[src/dsg_pkg.sv]
// Shared types and constants for the dash segment generator.
// Used by dsg_ctrl, dsg_datapath and dash_segment_generator.
`timescale 1ns / 1ps
`default_nettype none

package dsg_pkg;

  localparam int COORD_W   = 32;
  localparam int NUM_PTS   = 6;
  localparam int DATA_W    = NUM_PTS * COORD_W;
  localparam int CFG_W     = 24;
  localparam int CFG_IDX_W = 4;
  localparam int USER_W    = 3;
  localparam int STEP_W    = 6;
  localparam int ACC_W     = 66;  // sum of three 32-bit squares
  localparam int ROOT_W    = 34;  // root register while the root is built
  localparam int LEN_W     = 33;  // final root
  localparam int SREM_W    = 36;
  localparam int Q_W       = 29;  // unit vector magnitude, Q1.28, <= 2^28
  localparam int T_W       = 33;  // offset along the line, Q17.16
  localparam int POS_W     = 32;  // used / left
  localparam int PROD_W    = Q_W + T_W;
  localparam int OFF_W     = 35;
  localparam int WIDE_W    = 37;

  localparam logic [CFG_IDX_W-1:0] REG_DASH_LENGTH = CFG_IDX_W'(0);
  localparam logic [CFG_IDX_W-1:0] REG_DASH_GAP    = CFG_IDX_W'(1);

  localparam logic [CFG_W-1:0] DASH_LENGTH_RST = CFG_W'(9830);
  localparam logic [CFG_W-1:0] DASH_GAP_RST    = CFG_W'(29491);
  localparam logic [CFG_W:0]   HALF_Q16        = (CFG_W+1)'(32768);

  // out_tuser bit positions
  localparam int USR_VALID   = 0;
  localparam int USR_SET_END = 1;
  localparam int USR_TRUNC   = 2;

  // 66-bit radicand: 33 steps of two bits each
  localparam logic [STEP_W-1:0] SQ_LAST   = STEP_W'(3);
  localparam logic [STEP_W-1:0] SQRT_LAST = STEP_W'(32);
  localparam logic [STEP_W-1:0] DIV_LAST  = STEP_W'(28);
  localparam logic [STEP_W-1:0] MUL_LAST  = STEP_W'(6);

  typedef enum logic [1:0] {
    RK_NONE,
    RK_LINE,
    RK_SIDE0,
    RK_SIDE1
  } res_kind_t;

  typedef enum logic [3:0] {
    S_IDLE,
    S_SQ,
    S_CHECK,
    S_SQRT,
    S_DIV,
    S_TEST,
    S_MUL,
    S_SIDE0,
    S_SIDE1,
    S_LINE,
    S_DONE,
    S_FLUSH
  } dsg_state_t;

  typedef struct packed {
    logic              load;
    logic              sq_step;
    logic              sqrt_init;
    logic              sqrt_step;
    logic              div_step;
    logic              loop_reg;
    logic              loop_fin;
    logic              mul_step;
    logic              mark_drop;
    logic              push;
    res_kind_t         kind;
    logic              flush;
    logic [STEP_W-1:0] step;
  } dsg_cmd_t;

  typedef struct packed {
    logic s_long;
    logic gap_big;
    logic len_big;
    logic left_gt_sum;
    logic left_gt_gap;
    logic full;
    logic hold_v;
    logic can_push;
  } dsg_status_t;

  function automatic logic [COORD_W-1:0] sat_coord(input logic signed [WIDE_W-1:0] v);
    logic [COORD_W-1:0] r;
    if (v > WIDE_W'(signed'(33'sh07fffffff))) begin
      r = {1'b0, {(COORD_W-1){1'b1}}};
    end else if (v < WIDE_W'(signed'(33'sh180000000))) begin
      r = {1'b1, {(COORD_W-1){1'b0}}};
    end else begin
      r = v[COORD_W-1:0];
    end
    return r;
  endfunction

endpackage

`default_nettype wire

[src/dsg_ctrl.sv]
// Controller state machine for the dash segment generator.
// Depends on dsg_pkg; drives dsg_datapath through dsg_cmd_t.
`timescale 1ns / 1ps
`default_nettype none

module dsg_ctrl (
  input  wire                 clk,
  input  wire                 rst_n,
  input  wire                 in_valid,
  output logic                in_ready,
  input  dsg_pkg::dsg_status_t status,
  output dsg_pkg::dsg_cmd_t   cmd
);
  import dsg_pkg::*;

  dsg_state_t        state_r, state_nxt;
  logic [STEP_W-1:0] step_r, step_nxt;
  logic              fin_r, fin_nxt;

  always_ff @(posedge clk) begin
    if (!rst_n) begin
      state_r <= S_IDLE;
      step_r  <= '0;
      fin_r   <= 1'b0;
    end else begin
      state_r <= state_nxt;
      step_r  <= step_nxt;
      fin_r   <= fin_nxt;
    end
  end

  // next state
  always_comb begin
    state_nxt = state_r;
    step_nxt  = step_r + STEP_W'(1);
    fin_nxt   = fin_r;
    case (state_r)
      S_IDLE: begin
        step_nxt = '0;
        if (in_valid) state_nxt = S_SQ;
      end
      S_SQ: begin
        if (step_r == SQ_LAST) begin
          step_nxt = '0;
          if (status.s_long && status.gap_big) state_nxt = S_CHECK;
          else state_nxt = S_CHECK;
        end
      end
      S_CHECK: begin
        step_nxt = '0;
        if (status.s_long && status.gap_big) state_nxt = S_SQRT;
        else if (status.s_long && status.len_big) state_nxt = S_LINE;
        else state_nxt = S_DONE;
      end
      S_SQRT: begin
        if (step_r == SQRT_LAST) begin
          step_nxt  = '0;
          state_nxt = S_DIV;
        end
      end
      S_DIV: begin
        if (step_r == DIV_LAST) begin
          step_nxt  = '0;
          state_nxt = S_TEST;
        end
      end
      S_TEST: begin
        step_nxt = '0;
        if (status.left_gt_sum || status.left_gt_gap) begin
          state_nxt = S_MUL;
          fin_nxt   = !status.left_gt_sum;
        end else begin
          state_nxt = S_DONE;
        end
      end
      S_MUL: begin
        if (step_r == MUL_LAST) begin
          step_nxt  = '0;
          state_nxt = S_SIDE0;
        end
      end
      S_SIDE0: begin
        step_nxt = '0;
        if (status.full) state_nxt = S_DONE;
        else if (status.can_push) state_nxt = S_SIDE1;
      end
      S_SIDE1: begin
        step_nxt = '0;
        if (status.full) state_nxt = S_DONE;
        else if (status.can_push) state_nxt = fin_r ? S_DONE : S_TEST;
      end
      S_LINE: begin
        step_nxt = '0;
        if (status.can_push) state_nxt = S_DONE;
      end
      S_DONE: begin
        step_nxt  = '0;
        state_nxt = S_FLUSH;
      end
      S_FLUSH: begin
        step_nxt = '0;
        if (status.can_push) state_nxt = S_IDLE;
      end
      default: begin
        step_nxt  = '0;
        state_nxt = S_IDLE;
      end
    endcase
  end

  // outputs
  always_comb begin
    cmd      = '0;
    cmd.kind = RK_NONE;
    cmd.step = step_r;
    in_ready = 1'b0;
    case (state_r)
      S_IDLE: begin
        in_ready = 1'b1;
        cmd.load = in_valid;
      end
      S_SQ:    cmd.sq_step = 1'b1;
      S_CHECK: cmd.sqrt_init = status.s_long && status.gap_big;
      S_SQRT:  cmd.sqrt_step = 1'b1;
      S_DIV:   cmd.div_step = 1'b1;
      S_TEST: begin
        cmd.loop_reg = status.left_gt_sum;
        cmd.loop_fin = !status.left_gt_sum && status.left_gt_gap;
      end
      S_MUL:   cmd.mul_step = 1'b1;
      S_SIDE0: begin
        cmd.mark_drop = status.full;
        cmd.push      = !status.full && status.can_push;
        cmd.kind      = RK_SIDE0;
      end
      S_SIDE1: begin
        cmd.mark_drop = status.full;
        cmd.push      = !status.full && status.can_push;
        cmd.kind      = RK_SIDE1;
      end
      S_LINE: begin
        cmd.push = status.can_push;
        cmd.kind = RK_LINE;
      end
      S_DONE: begin
        // nothing held: the pair gave no dash
        cmd.push = !status.hold_v;
        cmd.kind = RK_NONE;
      end
      S_FLUSH: cmd.flush = status.can_push;
      default: cmd = '0;
    endcase
  end

endmodule

`default_nettype wire

[config.mk]
export PLATFORM = sky130hd
export DESIGN_NAME = dsg_ctrl
export DESIGN_NICKNAME = d
export VERILOG_FILES = /design/src/dsg_pkg.sv /design/src/dsg_ctrl.sv
export SDC_FILE = /design/constraint.sdc
export NUM_CORES = 1
export LEC_CHECK = 0
export BUFFER_PORTS_ARGS = -buffer_cell sky130_fd_sc_hd__buf_2
export CORE_ASPECT_RATIO = 1.25
export CORE_UTILIZATION = 40
export DETAILED_ROUTE_END_ITERATION = 7
export PLACE_DENSITY_LB_ADDON = 0.3
export REMOVE_ABC_BUFFERS = 1
export SLEW_MARGIN = 20
export SYNTH_ARGS = -nofsm -noshare
export SYNTH_HDL_FRONTEND = slang
export SYNTH_SLANG_ARGS = --single-unit
[constraint.sdc]
create_clock -name clk -period 2.31 [get_ports clk]
set_input_delay 0.1155 -clock clk [delete_from_list [all_inputs] [get_ports clk]]
set_output_delay 0.1155 -clock clk [all_outputs]
set_load 0.005 [all_outputs]
==> results of run 1 <==
power groups by stage:
| stage | Clock, mW | Combinational, mW | Sequential, mW |
|---|---|---|---|
| 2_1_floorplan | 0 | 0.309 | 0.300 |
| 3_3_place_gp | 0 | 0.468 | 0.292 |
| 3_5_place_dp | 0 | 0.475 | 0.297 |
| 4_1_cts | 0.130 | 0.477 | 0.292 |
| 5_1_grt | 0.145 | 0.533 | 0.303 |
| 6_report | 0.127 | 0.474 | 0.291 |
cell type report:
| cell class | count | area (um^2) | area share [%] |
|---|---|---|---|
| Timing Repair Buffer | 32 | 165 | 14.6 |
| Tap cell | 31 | 38.8 | 3.42 |
| Sequential cell | 11 | 220 | 19.4 |
| Multi-Input combinational cell | 106 | 664 | 58.6 |
| Clock buffer | 4 | 26.3 | 2.32 |
| Inverter | 5 | 18.8 | 1.66 |
per-layer routing:
layer	global-route usage [%]	share of wire [%]	up-vias
met1	22.7	43	469
met3	2.25	3.5	0
li1	-	-	513
met5	0	0	-
met4	7.36	0	0
met2	31.6	54	22
flip-flops by register name, summed over array words and instances, names as in the netlist:
signal,count
fin_r,1
state_r,4
step_r,6
stage by stage:
stage | instance area, um^2 | std cells | power (mW) | setup WS (ns)
finish | 1130 | 189 | 0.892 | 0.455
detailed placement | 1110 | 185 | 0.771 | 0.482
global route | 1130 | 189 | 0.980 | 0.248
CTS | 1130 | 189 | 0.898 | 0.471
floorplan | 903 | 122 | 0.608 | 0.557
global placement | 1110 | 185 | 0.760 | 0.490
tightest hold or removal path, stage by stage:
cell	delay [ns]
buf_2	0.15
nand2_1	0.08
mux2i_1	0.06
placed cells by master, fill, tap and decap left out, types with 3 or more instances in the layout:
master,n
o21ai_0,6
buf_2,30
and2_1,9
inv_1,5
a21oi_1,3
nor3_1,4
nand2_1,12
clkbuf_4,3
nor2b_1,3
ha_1,3
mux2i_1,3
nor4_1,4
nand3_1,4
nand2b_1,8
nor2_1,19
dfxtp_1,11
path summary, 6_finish.rpt:
| path | from | end | cells after the start |
|---|---|---|---|
| setup / recovery | state_r[2] | step_r[4] | 5 |
| hold / removal | rst_n | state_r[0] | 3 |
| setup reg to reg | state_r[2] | step_r[4] | 5 |
| hold reg to reg | step_r[0] | step_r[0] | 1 |
logic make-up (layout without fill, tap and decap cells):
group | count (synthesis) | after routing
flops | 11 | 11
mux | 3 | 3
buf+inv | 14 | 41
simple gates | 73 | 73
xor+xnor | 4 | 4
fa+ha+maj | 3 | 3
compound gates | 23 | 23
==> flow_summary.yaml, run 1 <==
layout:
  drive_above_1_share_pct: 24.7
  final_nets: 173
  antenna_cells: 0
  area_delta_synth_final_pct: 19.8
  post-route-util_pct: 51.3
  nFillCells: 234
floorplan:
  rows: 19
  core_area_um2: 2210
  io_pins: 31
  dieHeight_um: 56.4
  start_util_pct: 42.8
  die_area_um2: 2560
  die_w_um: 45.5
synthesis:
  yosysTopAreaCellShare_pct: 23.3
  synth_cell_type_count: 42
  synth_compound_area_share_pct: 16.8
  synth_xor_xnor_area_share_pct: 3.70
  synthesis.area_um2: 946
  yosys.area.top_type: "dfxtp_1"
  synth.most_common_cell: "nor2_1"
  synth-adder-area-share_pct: 3.97
  avgSynthCellArea_um2: 7.22
  synthMuxAreaShare_pct: 3.17
  ys_warn_count: 0
  synth.area.top_cells: "dfxtp_1, nor2_1, and2_1"
  ys_seq_area_share_pct: 23.3
  synth_ff_type: "dfxtp_1"
  synth-seq-cells: 11
  async_flop_share_pct: 0
  synth-simple-area-share_pct: 42.6
  synth_cells: 131
  synth_top_family_by_area: "simple AND/OR/NAND/NOR gates"
  ys_top_cells_by_count: "nor2_1, nand2_1, dfxtp_1"
  synth-edff-count: 0
sta:
  setup_viol: 0
  tns_ns: 0
  slew-limit-headroom_pct: 59.7
  hold_slack_ns: 0.186
  skew_ns: 0.00486
  fin_crit_sh_pct: 80.3
  fmax_mhz: 539
  finalHoldViolCount: 0
  tightest_slew_ns: 0.604
  maxSlewViolCount: 0
  grt_setup_unrepaired: "no"
  fin_crit_ns: 1.86
run_status:
  status: "complete, no violations"
clocking:
  cts_tree: "built"
  cts_buffer_depth: 2
  clk_latency_ns: 0.26
  clk_pin_slew_ns: 0.07
  clock-sinks: 11
  cts_resized: 0
  numCtsBuffers: 3
  cts_hold_buf: 0
  htree_levels: 1
  cts_setup_buffers: 0
  cts-root-buf: "clkbuf_4"
power:
  leakage_nw: 0.491
  power.switching_mw: 0.385
  p_per_area_nw_per_um2: 787
  seq_power_share_pct: 32.6
  ir_worst_vdd_v: 0.000428
  power_frac_clock_pct: 14.2
  intPower_mw: 0.507
  combPwrFrac_pct: 53.2
  switching_share_pct: 43.1
grt:
  antenna_found_initial: 0
  grt_max_degree: 18
  first_global_vias: 917
  overflow: 0
  grt_pass1_wl_um: 3730
  grt.total_usage_pct: 18.6
critical_path:
  cp_slowest_stage_delay_ns: 0.71
  cp_top_family: "flip-flops"
  required_ns: 2.51
  critPathBufInv: 0
  slowest_stage: "dfxtp_1"
  worstSetupPathType: "flip-flop to flip-flop"
  crit_path_end_kind: "flip-flop"
  arrival_ns: 2.05
  start_kind: "flip-flop"
  cp_max_fo: 17
  rrSetupSlack_ns: 0.45
  cp_cell_sequence: "nand2b_1 -> nor3_1 -> a22oi_1 -> a221o_2 -> nor2_1"
route:
  drc: 0
  antenna_left: 0
  wl_per_cell_um: 11.9
  drt-total-wl_um: 2240
  detailedRoute.firstPassIterationCount: 4
  vias: 1004
  viasPerCell: 5.31
  drtIter0Drc: 18
place:
  dp_hpwl_um: 1780
  portBuffers: 30
  gp_congestion: 0.871
flow_run:
  maxCapViolCount: 0
hold_path:
  min_path_type: "input pin to flip-flop"
Note: power is estimated with default switching activity, not from simulation.
==> run 2, diff against run 1 <==
==> constraint.sdc (replaced) <==
create_clock -name clk -period 1.9 [get_ports clk]
set_input_delay 0.095 -clock clk [delete_from_list [all_inputs] [get_ports clk]]
set_output_delay 0.095 -clock clk [all_outputs]
set_load 0.005 [all_outputs]
==> run 2 against run 1 <==
Effect of this change: sequential power is 18% higher; first-iteration DRC count is 17% lower; clock power is 22% higher; critical endpoint is now step_r[3]; highest routed layer is now met4.
==> flow_summary.yaml, run 2 (synthesis results as in run 1) <==
run_status:
  status: "complete, no violations"
clocking:
  htree_levels: 1
  numCtsBuffers: 3
  cts-root-buf: "clkbuf_4"
  clock-sinks: 11
  cts_buffer_depth: 2
  cts_hold_buf: 0
  cts_setup_buffers: 0
  clk_pin_slew_ns: 0.07
  clk_latency_ns: 0.26
  cts_tree: "built"
layout:
  multiInputGateArea_um2: 669
  drive_above_1_share_pct: 26.9
  ff_latch_area_um2: 221
  final_cell_mix: "buf_2, nor2_1, nand2_1"
  layout_commonest_cell: "buf_2"
  nFillCells: 234
  largest-register: "step_r"
  antenna_cells: 0
  reg_top3: "step_r x6, state_r x4, fin_r x1"
  final_nets: 175
  area_delta_synth_final_pct: 22.1
  largest_register_ff_count: 6
critical_path:
  worst-path-stages: 7
  crit_path_end_kind: "flip-flop"
  slowest_stage: "or4_1"
  r2r_start: "step_r[0]"
  worstSetupPathType: "flip-flop to flip-flop"
  start_kind: "flip-flop"
  cp_slowest_stage_delay_ns: 0.42
  reg2regPathDepth: 7
  cp_max_fo: 6
  cp-startpoint: "step_r[0]"
  critPathBufInv: 1
  cp_cell_sequence: "inv_1 -> ha_1 -> nand2_1 -> or4_1 -> a22oi_2 -> a221o_2 -> nor2_1"
  arrival_ns: 1.92
  required_ns: 2.06
  cp_top_family: "simple AND/OR/NAND/NOR gates"
sta:
  finalHoldViolCount: 0
  tns_ns: 0
  fin_crit_ns: 1.77
  fin_crit_sh_pct: 93.1
  skew_ns: 0.00176
  slew-limit-headroom_pct: 74.6
  tightest_slew_ns: 0.377
  setup_viol: 0
  fmax_mhz: 565
  hold_slack_ns: 0.153
  maxSlewViolCount: 0
  grt_setup_unrepaired: "no"
grt:
  grt.total_usage_pct: 18.2
  antenna_found_initial: 0
  grt_max_degree: 18
  grt_pass1_wl_um: 3610
  overflow: 0
  first_global_vias: 916
power:
  leakage_nw: 0.503
  ir_worst_vdd_v: 0.000466
  p_per_area_nw_per_um2: 952
place:
  gp_congestion: 0.849
  dp_hpwl_um: 1710
  portBuffers: 30
route:
  vias: 1015
  wl_per_cell_um: 11.4
  detailedRoute.firstPassIterationCount: 4
  antenna_left: 0
  drtIter0Drc: 15
  drt-total-wl_um: 2180
  drc: 0
  viasPerCell: 5.31
flow_run:
  maxCapViolCount: 0
hold_path:
  min_path_type: "input pin to flip-flop"
  whs_path_depth: 3
  min_from: "rst_n"
floorplan:
  start_util_pct: 42.8
  io_pins: 31
  dieHeight_um: 56.4
  rows: 19
  die_area_um2: 2560
  die_w_um: 45.5
  core_area_um2: 2210
run 2: cell types whose count changed in the layout (fill, tap and decap cells not counted):
| cell | delta |
|---|---|
| a22oi_1 | -1 |
| a22oi_2 | +1 |
| buf_4 | +2 |
| dfxtp_1 | -1 |
| dfxtp_2 | +1 |
run 2: final cells by class:
type,instances,share of cell area (%)
inverters,5,1.63
multi-input cells,106,58.0
well taps,31,3.36
flip-flops and latches,11,19.2
repair buffers,34,15.6
clock buffers,4,2.28
run 2: layer usage:
| layer | global-route usage [%] | up-vias | part of all wire (%) |
|---|---|---|---|
| met3 | 2.25 | 7 | 4.1 |
| met4 | 7.36 | 0 | 1.6 |
| met2 | 32.0 | 29 | 53 |
| met1 | 20.9 | 465 | 41 |
| met5 | 0 | - | 0 |
| li1 | - | 514 | - |
run 2: worst min-delay path: stages:
cell and delay, ns:
buf_2 0.15, nand2_1 0.07, mux2i_1 0.05
run 2: report_power, final:
| group | switching, mW | internal (mW) | total (mW) |
|---|---|---|---|
| Clock | 0.0734 | 0.0812 | 0.155 |
| Combinational | 0.313 | 0.290 | 0.603 |
| Sequential | 0.0784 | 0.263 | 0.342 |
| Total | 0.465 | 0.634 | 1.10 |
run 2: final timing paths:
check	to	slack (ns)
setup / recovery	step_r[3]	0.13
hold / removal	state_r[1]	0.15
setup reg to reg	step_r[3]	0.13
hold reg to reg	step_r[0]	0.48
run 2: stage by stage:
stage | instances | area [um^2] | utilization, % | power, mW | setup WS [ns]
after floorplan | 122 | 903 | - | 0.740 | 0.147
after global placement | 187 | 1120 | 50.8 | 0.939 | 0.0314
after CTS | 191 | 1150 | 52.0 | 1.11 | 0.0940
final | 191 | 1150 | 52.2 | 1.10 | 0.132
after global routing | 191 | 1150 | 52.2 | 1.21 | 0.0140
after detailed placement | 187 | 1120 | 50.8 | 0.945 | 0.0241
run 2: repair_timing:
item / 4_1_cts / 5_1_grt
pin swaps: 0 / 1
endpoints found under the setup margin: 1 / 3
resized for setup: 1 / 1
endpoints found under the hold margin: 0 / 0
